===== src/hw/rtl/i2cbe_pkg.sv =====
`default_nettype none
// ----------------------------------------------------------------------------
// i2cbe_pkg
// shared codes, descriptor type and sizes of the i2c master byte engine
// ----------------------------------------------------------------------------
package i2cbe_pkg;

    localparam int MAX_ADDRESS_BYTES = 4;
    localparam int ADDR_W = 8 * MAX_ADDRESS_BYTES;
    localparam int BYTES_W = $clog2(MAX_ADDRESS_BYTES);

    localparam logic [2:0] OP_COMMAND = 3'd0;
    localparam logic [2:0] OP_WRITE = 3'd1;
    localparam logic [2:0] OP_READ_ACK = 3'd2;
    localparam logic [2:0] OP_READ_NAK = 3'd3;
    localparam logic [2:0] OP_STOP = 3'd4;
    localparam logic [2:0] OP_SEEK = 3'd5;

    localparam logic [2:0] SYM_START = 3'd0;
    localparam logic [2:0] SYM_STOP = 3'd1;
    localparam logic [2:0] SYM_DRIVE = 3'd2;
    localparam logic [2:0] SYM_SAMPLE = 3'd3;
    localparam logic [2:0] SYM_NONE = 3'd4;

    localparam logic [1:0] STAT_OK = 2'd0;
    localparam logic [1:0] STAT_NAK = 2'd1;
    localparam logic [1:0] STAT_TIMEOUT = 2'd2;
    localparam logic [1:0] STAT_INVALID = 2'd3;

    localparam logic [0:0] REG_RETRY_LIMIT = 1'd0;
    localparam logic [0:0] REG_ADDRESS_BYTES = 1'd1;

    localparam logic [3:0] ACK_SLOT = 4'd8;

    typedef enum logic [3:0] {
        K_BYTES = 4'b0001,
        K_READ  = 4'b0010,
        K_STOP  = 4'b0100,
        K_NONE  = 4'b1000
    } t_kind;

    // one queued operation, already reduced to what the sequencer needs
    typedef struct packed {
        t_kind              kind;
        logic               start;
        logic [BYTES_W-1:0] nbytes_m1;
        logic [ADDR_W-1:0]  data;
        logic [7:0]         lines;
        logic               ack;
        logic               nak;
        logic [1:0]         status;
    } t_desc;

endpackage
`default_nettype wire


===== src/hw/rtl/i2cbe_front.sv =====
`default_nettype none
// ----------------------------------------------------------------------------
// i2cbe_front
// accepts operations, keeps configuration and the command attempt count,
// and turns each operation into a sequencer descriptor
// ----------------------------------------------------------------------------
module i2cbe_front
    import i2cbe_pkg::*;
(
    input  wire logic        i_clk,
    input  wire logic        i_rst_n,
    input  wire logic        i_cfg_we,
    input  wire logic [0:0]  i_cfg_index,
    input  wire logic [7:0]  i_cfg_data,
    input  wire logic        i_valid,
    output logic             o_ready,
    input  wire logic [2:0]  i_op,
    input  wire logic [7:0]  i_byte_value,
    input  wire logic [ADDR_W-1:0] i_target_address,
    input  wire logic [7:0]  i_line_bits,
    input  wire logic        i_ack_line,
    output logic             o_push,
    input  wire logic        i_push_ready,
    output t_desc            o_desc
);

    logic [7:0] r_retry_limit;
    logic [2:0] r_address_bytes;
    logic [8:0] r_attempt;
    logic [8:0] n_attempt;
    logic [1:0] cmd_status;
    logic [2:0] seek_cnt;
    logic       accept;

    assign o_ready = i_push_ready;
    assign o_push = i_valid;
    assign accept = i_valid && i_push_ready;

    always_ff @(posedge i_clk) begin
        if (!i_rst_n) begin
            r_retry_limit <= '0;
            r_address_bytes <= '0;
        end else if (i_cfg_we) begin
            case (i_cfg_index)
                REG_RETRY_LIMIT: r_retry_limit <= i_cfg_data;
                REG_ADDRESS_BYTES: r_address_bytes <= i_cfg_data[2:0];
                default: ;
            endcase
        end
    end

    // command attempt bookkeeping
    always_comb begin
        if (r_attempt > {1'b0, r_retry_limit}) begin
            cmd_status = STAT_TIMEOUT;
            n_attempt = '0;
        end else if (i_ack_line) begin
            cmd_status = STAT_NAK;
            n_attempt = r_attempt + 9'd1;
        end else begin
            cmd_status = STAT_OK;
            n_attempt = '0;
        end
    end

    always_ff @(posedge i_clk) begin
        if (!i_rst_n) begin
            r_attempt <= '0;
        end else if (accept && i_op == OP_COMMAND) begin
            r_attempt <= n_attempt;
        end
    end

    assign seek_cnt = (r_address_bytes > 3'(MAX_ADDRESS_BYTES))
                      ? 3'(MAX_ADDRESS_BYTES) : r_address_bytes;

    always_comb begin
        o_desc = '0;
        o_desc.kind = K_NONE;
        o_desc.lines = i_line_bits;
        o_desc.ack = i_ack_line;
        o_desc.nak = (i_op == OP_READ_NAK);
        case (i_op)
            OP_COMMAND: begin
                o_desc.kind = K_BYTES;
                o_desc.start = 1'b1;
                o_desc.data = {i_byte_value, 24'd0};
                o_desc.status = cmd_status;
            end
            OP_WRITE: begin
                o_desc.kind = K_BYTES;
                o_desc.data = {i_byte_value, 24'd0};
            end
            OP_READ_ACK, OP_READ_NAK: begin
                o_desc.kind = K_READ;
            end
            OP_STOP: begin
                o_desc.kind = K_STOP;
            end
            OP_SEEK: begin
                // left-align the address bytes that go out, msb first
                case (seek_cnt)
                    3'd1: begin
                        o_desc.kind = K_BYTES;
                        o_desc.data = i_target_address << 24;
                    end
                    3'd2: begin
                        o_desc.kind = K_BYTES;
                        o_desc.data = i_target_address << 16;
                    end
                    3'd3: begin
                        o_desc.kind = K_BYTES;
                        o_desc.data = i_target_address << 8;
                    end
                    3'd4: begin
                        o_desc.kind = K_BYTES;
                        o_desc.data = i_target_address;
                    end
                    default: begin
                        o_desc.kind = K_NONE;
                        o_desc.status = STAT_OK;
                    end
                endcase
                o_desc.nbytes_m1 = BYTES_W'(seek_cnt - 3'd1);
            end
            default: begin
                o_desc.kind = K_NONE;
                o_desc.status = STAT_INVALID;
            end
        endcase
    end

endmodule
`default_nettype wire


===== src/hw/rtl/i2cbe_queue.sv =====
`default_nettype none
// ----------------------------------------------------------------------------
// i2cbe_queue
// two-entry descriptor queue between front and sequencer
// ----------------------------------------------------------------------------
module i2cbe_queue
    import i2cbe_pkg::*;
(
    input  wire logic  i_clk,
    input  wire logic  i_rst_n,
    input  wire logic  i_push,
    output logic       o_push_ready,
    input  wire t_desc i_desc,
    output logic       o_valid,
    input  wire logic  i_pop,
    output t_desc      o_desc
);

    t_desc      r_mem [2];
    logic       r_wr;
    logic       r_rd;
    logic [1:0] r_count;
    logic       do_push;
    logic       do_pop;

    assign o_push_ready = (r_count != 2'd2);
    assign o_valid = (r_count != 2'd0);
    assign o_desc = r_mem[r_rd];
    assign do_push = i_push && o_push_ready;
    assign do_pop = i_pop && o_valid;

    always_ff @(posedge i_clk) begin
        if (do_push) begin
            r_mem[r_wr] <= i_desc;
        end
    end

    always_ff @(posedge i_clk) begin
        if (!i_rst_n) begin
            r_wr <= 1'b0;
            r_rd <= 1'b0;
            r_count <= '0;
        end else begin
            if (do_push) begin
                r_wr <= ~r_wr;
            end
            if (do_pop) begin
                r_rd <= ~r_rd;
            end
            case ({do_push, do_pop})
                2'b10: r_count <= r_count + 2'd1;
                2'b01: r_count <= r_count - 2'd1;
                default: ;
            endcase
        end
    end

endmodule
`default_nettype wire


===== src/hw/rtl/i2cbe_back.sv =====
`default_nettype none
// ----------------------------------------------------------------------------
// i2cbe_back
// symbol sequencer: walks one descriptor a symbol per cycle, unless the output
// stalls, into the output register
// ----------------------------------------------------------------------------
module i2cbe_back
    import i2cbe_pkg::*;
(
    input  wire logic  i_clk,
    input  wire logic  i_rst_n,
    input  wire logic  i_valid,
    input  wire t_desc i_desc,
    output logic       o_pop,
    output logic       o_valid,
    input  wire logic  i_ready,
    output logic [2:0] o_symbol,
    output logic       o_bit_value,
    output logic       o_last,
    output logic [7:0] o_read_data,
    output logic       o_ack_seen,
    output logic [1:0] o_status
);

    t_desc              r_cur;
    logic               r_cur_valid;
    logic               r_start;
    logic [3:0]         r_cnt;
    logic [BYTES_W-1:0] r_left;
    logic [ADDR_W-1:0]  r_sh;

    logic       r_out_valid;
    logic [2:0] r_sym;
    logic       r_bit;
    logic       r_last;
    logic [7:0] r_rd;
    logic       r_ack;
    logic [1:0] r_st;

    logic [2:0] sym;
    logic       bitv;
    logic       last;
    logic [7:0] rd;
    logic       ack;
    logic [1:0] st;
    logic       adv;
    logic       fin;
    logic       load;

    always_comb begin
        sym = SYM_NONE;
        bitv = 1'b0;
        last = 1'b0;
        rd = '0;
        ack = 1'b0;
        st = STAT_OK;
        case (r_cur.kind)
            K_BYTES: begin
                if (r_start) begin
                    sym = SYM_START;
                end else if (r_cnt == ACK_SLOT) begin
                    sym = SYM_SAMPLE;
                    ack = r_cur.ack;
                    last = (r_left == '0);
                    st = last ? r_cur.status : STAT_OK;
                end else begin
                    sym = SYM_DRIVE;
                    bitv = r_sh[ADDR_W-1];
                end
            end
            K_READ: begin
                if (r_cnt == ACK_SLOT) begin
                    sym = SYM_DRIVE;
                    bitv = r_cur.nak;
                    last = 1'b1;
                    rd = r_cur.lines;
                end else begin
                    sym = SYM_SAMPLE;
                end
            end
            K_STOP: begin
                sym = SYM_STOP;
                last = 1'b1;
            end
            default: begin
                sym = SYM_NONE;
                last = 1'b1;
                st = r_cur.status;
            end
        endcase
    end

    assign adv = r_cur_valid && (!r_out_valid || i_ready);
    assign fin = adv && last;
    assign load = i_valid && (!r_cur_valid || fin);
    assign o_pop = load;

    always_ff @(posedge i_clk) begin
        if (load) begin
            r_cur <= i_desc;
            r_start <= i_desc.start;
            r_cnt <= '0;
            r_left <= i_desc.nbytes_m1;
            r_sh <= i_desc.data;
        end else if (adv) begin
            if (r_start) begin
                r_start <= 1'b0;
            end else if (r_cnt == ACK_SLOT) begin
                r_cnt <= '0;
                r_left <= r_left - BYTES_W'(1);
            end else begin
                r_cnt <= r_cnt + 4'd1;
                r_sh <= r_sh << 1;
            end
        end
    end

    always_ff @(posedge i_clk) begin
        if (!i_rst_n) begin
            r_cur_valid <= 1'b0;
            r_out_valid <= 1'b0;
        end else begin
            if (load) begin
                r_cur_valid <= 1'b1;
            end else if (fin) begin
                r_cur_valid <= 1'b0;
            end
            if (adv) begin
                r_out_valid <= 1'b1;
            end else if (i_ready) begin
                r_out_valid <= 1'b0;
            end
        end
    end

    always_ff @(posedge i_clk) begin
        if (adv) begin
            r_sym <= sym;
            r_bit <= bitv;
            r_last <= last;
            r_rd <= rd;
            r_ack <= ack;
            r_st <= st;
        end
    end

    assign o_valid = r_out_valid;
    assign o_symbol = r_sym;
    assign o_bit_value = r_bit;
    assign o_last = r_last;
    assign o_read_data = r_rd;
    assign o_ack_seen = r_ack;
    assign o_status = r_st;

endmodule
`default_nettype wire


===== src/hw/rtl/i2c_master_byte_engine.sv =====
`default_nettype none
// ----------------------------------------------------------------------------
// i2c_master_byte_engine
// i2c master at bus-symbol level: one request in, a run of bus symbols out
//
//   channel   direction  contents
//   s_axis    in         op, byte_value, target_address, line_bits, ack_line
//   m_axis    out        symbol, bit_value, read_data, ack_seen, status; last
//   cfg       in         retry_limit (0), address_bytes (1)
//
// the sequencer sets the pace, one symbol per cycle unless the output stalls;
// a byte is eight bits and an ack, a command adds a start, a seek a byte per
// address byte, stop and single-symbol requests one symbol; the front takes a
// request whenever the two-entry queue has room; requests run gap-free
// reset clears the attempt count, configuration, queue and output register
// output stalls hold the sequencer, input stalls only starve it
// ----------------------------------------------------------------------------
module i2c_master_byte_engine
    import i2cbe_pkg::*;
(
    input  wire logic        i_clk,
    input  wire logic        i_rst_n,
    input  wire logic        i_cfg_we,
    input  wire logic [0:0]  i_cfg_index,
    input  wire logic [7:0]  i_cfg_data,
    input  wire logic        s_axis_tvalid,
    output logic             s_axis_tready,
    // op[2:0], byte_value[10:3], target_address[42:11], line_bits[50:43],
    // ack_line[51], zero fill
    input  wire logic [55:0] s_axis_tdata,
    output logic             m_axis_tvalid,
    input  wire logic        m_axis_tready,
    // symbol[2:0], bit_value[3], read_data[11:4], ack_seen[12], status[14:13],
    // zero fill
    output logic [15:0]      m_axis_tdata,
    output logic             m_axis_tlast
);

    logic       push;
    logic       push_ready;
    t_desc      front_desc;
    logic       q_valid;
    logic       pop;
    t_desc      q_desc;
    logic [2:0] symbol;
    logic       bit_value;
    logic [7:0] read_data;
    logic       ack_seen;
    logic [1:0] status;

    i2cbe_front u_front (
        .i_clk            (i_clk),
        .i_rst_n          (i_rst_n),
        .i_cfg_we         (i_cfg_we),
        .i_cfg_index      (i_cfg_index),
        .i_cfg_data       (i_cfg_data),
        .i_valid          (s_axis_tvalid),
        .o_ready          (s_axis_tready),
        .i_op             (s_axis_tdata[2:0]),
        .i_byte_value     (s_axis_tdata[10:3]),
        .i_target_address (s_axis_tdata[42:11]),
        .i_line_bits      (s_axis_tdata[50:43]),
        .i_ack_line       (s_axis_tdata[51]),
        .o_push           (push),
        .i_push_ready     (push_ready),
        .o_desc           (front_desc)
    );

    i2cbe_queue u_queue (
        .i_clk        (i_clk),
        .i_rst_n      (i_rst_n),
        .i_push       (push),
        .o_push_ready (push_ready),
        .i_desc       (front_desc),
        .o_valid      (q_valid),
        .i_pop        (pop),
        .o_desc       (q_desc)
    );

    i2cbe_back u_back (
        .i_clk       (i_clk),
        .i_rst_n     (i_rst_n),
        .i_valid     (q_valid),
        .i_desc      (q_desc),
        .o_pop       (pop),
        .o_valid     (m_axis_tvalid),
        .i_ready     (m_axis_tready),
        .o_symbol    (symbol),
        .o_bit_value (bit_value),
        .o_last      (m_axis_tlast),
        .o_read_data (read_data),
        .o_ack_seen  (ack_seen),
        .o_status    (status)
    );

    assign m_axis_tdata = {1'b0, status, ack_seen, read_data, bit_value, symbol};

endmodule
`default_nettype wire

===== config.mk =====
export PLATFORM = sky130hd
export DESIGN_NAME = i2c_master_byte_engine
export DESIGN_NICKNAME = d
export VERILOG_FILES = /design/src/hw/rtl/i2cbe_pkg.sv /design/src/hw/rtl/i2cbe_front.sv /design/src/hw/rtl/i2cbe_queue.sv /design/src/hw/rtl/i2cbe_back.sv /design/src/hw/rtl/i2c_master_byte_engine.sv
export SDC_FILE = /design/constraint.sdc
export NUM_CORES = 1
export LEC_CHECK = 0
export BUFFER_PORTS_ARGS = -buffer_cell sky130_fd_sc_hd__buf_2
export CAP_MARGIN = 20
export CORE_MARGIN = 5
export CORE_UTILIZATION = 55
export DETAILED_ROUTE_END_ITERATION = 8
export GPL_ROUTABILITY_DRIVEN = 0
export HOLD_SLACK_MARGIN = 0.12
export PLACE_DENSITY_LB_ADDON = 0.3
export SLEW_MARGIN = 20
export SYNTH_ARGS = -nofsm -noshare
export SYNTH_HDL_FRONTEND = slang
export SYNTH_SLANG_ARGS = --single-unit

===== constraint.sdc =====
create_clock -name i_clk -period 12.4 [get_ports i_clk]
set_clock_uncertainty 0.2 [all_clocks]
set_input_delay 1.24 -clock i_clk [delete_from_list [all_inputs] [get_ports i_clk]]
set_output_delay 1.24 -clock i_clk [all_outputs]
set_load 0.01 [all_outputs]

==> out/results.ini <==
[pwr]
power_frac_comb_pct = 22.5
seq_power_share_pct = 51.6
ir_drop_mv = 0.114
pwr_density_cell_nw_per_um2 = 201
switching_share_pct = 30.3
power.leakage_uw = 0.00358
power.internal_uw = 1400
power_frac_clock_pct = 25.9
netSwitchingPower_uw = 609

[worst_setup_path]
crit_type = reg2reg
r2r_cells = 7
cp.depth = 7
arrival_ps = 3860
cp-end-kind = flop
crit-reg2reg-launch = u_front.r_address_bytes[2]
cpPeakStageDelay_ps = 990
cp-start-kind = flop
r2r_setup_slack_ps = 8540
crit_fanout = 30
required_ps = 12400
crit_path_cell_trace = nor2b_1, inv_1, ha_1, and2_1, nor2_1, or2_2, o21ai_0
crit_path_start = u_front.r_address_bytes[2]
path_buf_inv = 1
cpMaxStageDelayCell = dfxtp_1
critPathTopFamily = simple AND/OR/NAND/NOR gates

[placed_design]
dpl.cell_count = 963
place.port_buffers = 83
place_hpwl_microns = 11800

[cts]
worstSkewPairLatency_ps = 430
postCtsHoldBufs = 0
clockRootBuffer = clkbuf_16
tritoncts = yes
cts_buffer_depth = 2
htreeDepth = 4
cts_resized = 0
cts_buffers = 17
clk_pin_slew_ps = 70
numClockSinks = 200
cts_setup_buffers = 0

[route]
drt-wirelength-per-cell_microns = 17.7
dr_total_vias = 5754
drt_iter0_drc = 600
drc_errors = 0
ant_nets = 0
via_per_inst = 5.78
drt_wl_total_microns = 17700
drtPass1Iterations = 5

[min_path]
worstHoldStart = u_front.r_address_bytes[0]
holdCritPathClass = reg2reg
holdPathStages = 2

[sta]
drv_slew = 0
max_freq_ghz = 0.259
min_period_ps = 3860
period_share_pct = 31.2
fin_setup_tns_ps = 0
hold_violations = 0
rsz0062_at_grt = false
max_slew_margin_pct = 32.6
setup-violations-final = 0
worst_pin_slew_ps = 1010

[layout]
drive_gt1_share_pct = 20.7
area_delta_synth_final_pct = 12.7
multi_input_area_sq_um = 2890
finalNetCount = 853
seqCellArea_sq_um = 5700
final-instance-count-excl-fill = 995
final_common_cell = edfxtp_1
n_fill_cell = 1203
antenna_cells = 0
layout_common_cells = edfxtp_1 (169), buf_2 (83), a21oi_1 (76)

[synth]
async_flop_share_pct = 0
syn_inst = 701
synth.area.top_cells = edfxtp_1 (57%), dfxtp_1 (7.0%), mux2i_1 (4.7%)
synth_ff_type = edfxtp_1
netlist.area_leader.share_pct = 57.3
synth_cell_types = 59
synth_edf_count = 169
yosys.area.top_type = edfxtp_1
yosysSeqAreaShare_pct = 64.3
synth-seq-cells = 200
synth.avg_cell_area_sq_um = 12.6
synth.net_count = 788
yosys_warnings = 0
syn_area_sq_um = 8850

[grt]
grt_pass1_wl_microns = 27900
gr-total-overflow = 0
antenna_found_initial = 0
grt_pass1_vias = 5602
grtUsageTotal_pct = 19.4
grt_max_degree = 68

[die]
die_height_microns = 137
die-area_sq_um = 18700
die_w_microns = 137
io_pins = 89
rows = 46
core_sq_um = 15800
initial_utilization_pct = 55.9

[flow_run]
maxCapViolCount = 0

[run_status]
status = complete, no violations

[layer usage]
layer  share of wire [%]  vias up  global-route usage, %  wire length (microns)
met5                   0        -                      0                      0
li1                    -     2744                      -                      -
met4                 2.4        0                   8.09                    423
met3                 4.9       39                   3.46                    862
met1                  41     2781                   24.9                   7270
met2                  52      190                   32.7                   9100
[power by group through the flow]
stage          combinational [uW]  clock (uW)  sequential, uW
3_3_place_gp                  430           0            1040
3_5_place_dp                  452           0            1050
6_report                      452         521            1040
5_1_grt                       497         559            1050
2_1_floorplan                 333           0            1030
4_1_cts                       454         531            1040
[worst paths after layout]
check	end
max reg2reg	u_queue.r_mem[0][39]
min reg2reg	u_front.r_address_bytes[0]
max	u_queue.r_mem[0][39]
min	u_front.r_address_bytes[0]
[kinds of logic after synthesis]
family / share of synthesized area, %
flip-flops: 64.3
AO/OA/AOI/OAI: 11.9
buffers and inverters: 3.35
adder cells (fa/ha/maj): 2.40
other: 0.0424
AND/OR/NAND/NOR: 10.1
XOR/XNOR: 0.989
multiplexers: 6.91
[worst reg2reg max path, cell delays in order, from the launching register on]
cell and delay [ps]:
dfxtp_1 990, nor2b_1 250, inv_1 160, ha_1 170, and2_1 730, nor2_1 160
or2_2 550, o21ai_0 430
[flip-flops by register name, summed over array words and instances, names as in the netlist, named ones only]
| signal | flops |
|---|---|
| u_back.o_ack_seen | 1 |
| u_back.o_bit_value | 1 |
| u_back.o_last | 1 |
| u_back.o_read_data | 8 |
| u_back.o_status | 2 |
| u_back.o_symbol | 3 |
| u_back.o_valid | 1 |
| u_back.r_cnt | 4 |
| u_back.r_cur | 16 |
| u_back.r_cur_valid | 1 |
| u_back.r_left | 2 |
| u_back.r_sh | 32 |
| u_back.r_start | 1 |
| u_front.r_address_bytes | 3 |
| u_front.r_attempt | 9 |
| u_front.r_retry_limit | 8 |
| u_queue.r_count | 2 |
| u_queue.r_mem | 102 |
| u_queue.r_rd | 1 |
| u_queue.r_wr | 1 |
[cells in the mapped netlist (5+ instances only)]
master    count
a31oi_1      31
ha_1         17
edfxtp_1    169
nand2_1      35
xnor2_1       6
a222oi_1      8
mux2i_1      42
mux2_2       17
nor2_1       76
o21ai_0      14
a211oi_2      5
inv_1        22
nor2b_1       5
nand3_1       9
clkbuf_1     34
a22oi_1       8
a21oi_1      77
and2_1       21
dfxtp_1      31
nand2b_1      8
[through the flow]
step                      hold slack (ps)  cell area [sq um]  setup slack [ps]  util [%]  total power, uW
after global routing                  312               9980              8240      63.1             2110
after floorplan                       232               8850              7660         -             1360
after CTS                             293               9980              8560      63.1             2020
final                                 286               9980              8540      63.1             2010
after detailed placement              282               9420              8220      59.5             1500
after global placement                255               9420              8280      59.5             1470
[layout make-up]
class	instances	area share, %
flip-flops and latches	200	57.1
multi-input cells	433	28.9
clock inverters	15	1.37
well taps	216	2.71
clock buffers	17	4.26
repair buffers	91	4.76
inverters	23	0.915
No activity file was read; power rests on OpenSTA's default activity.
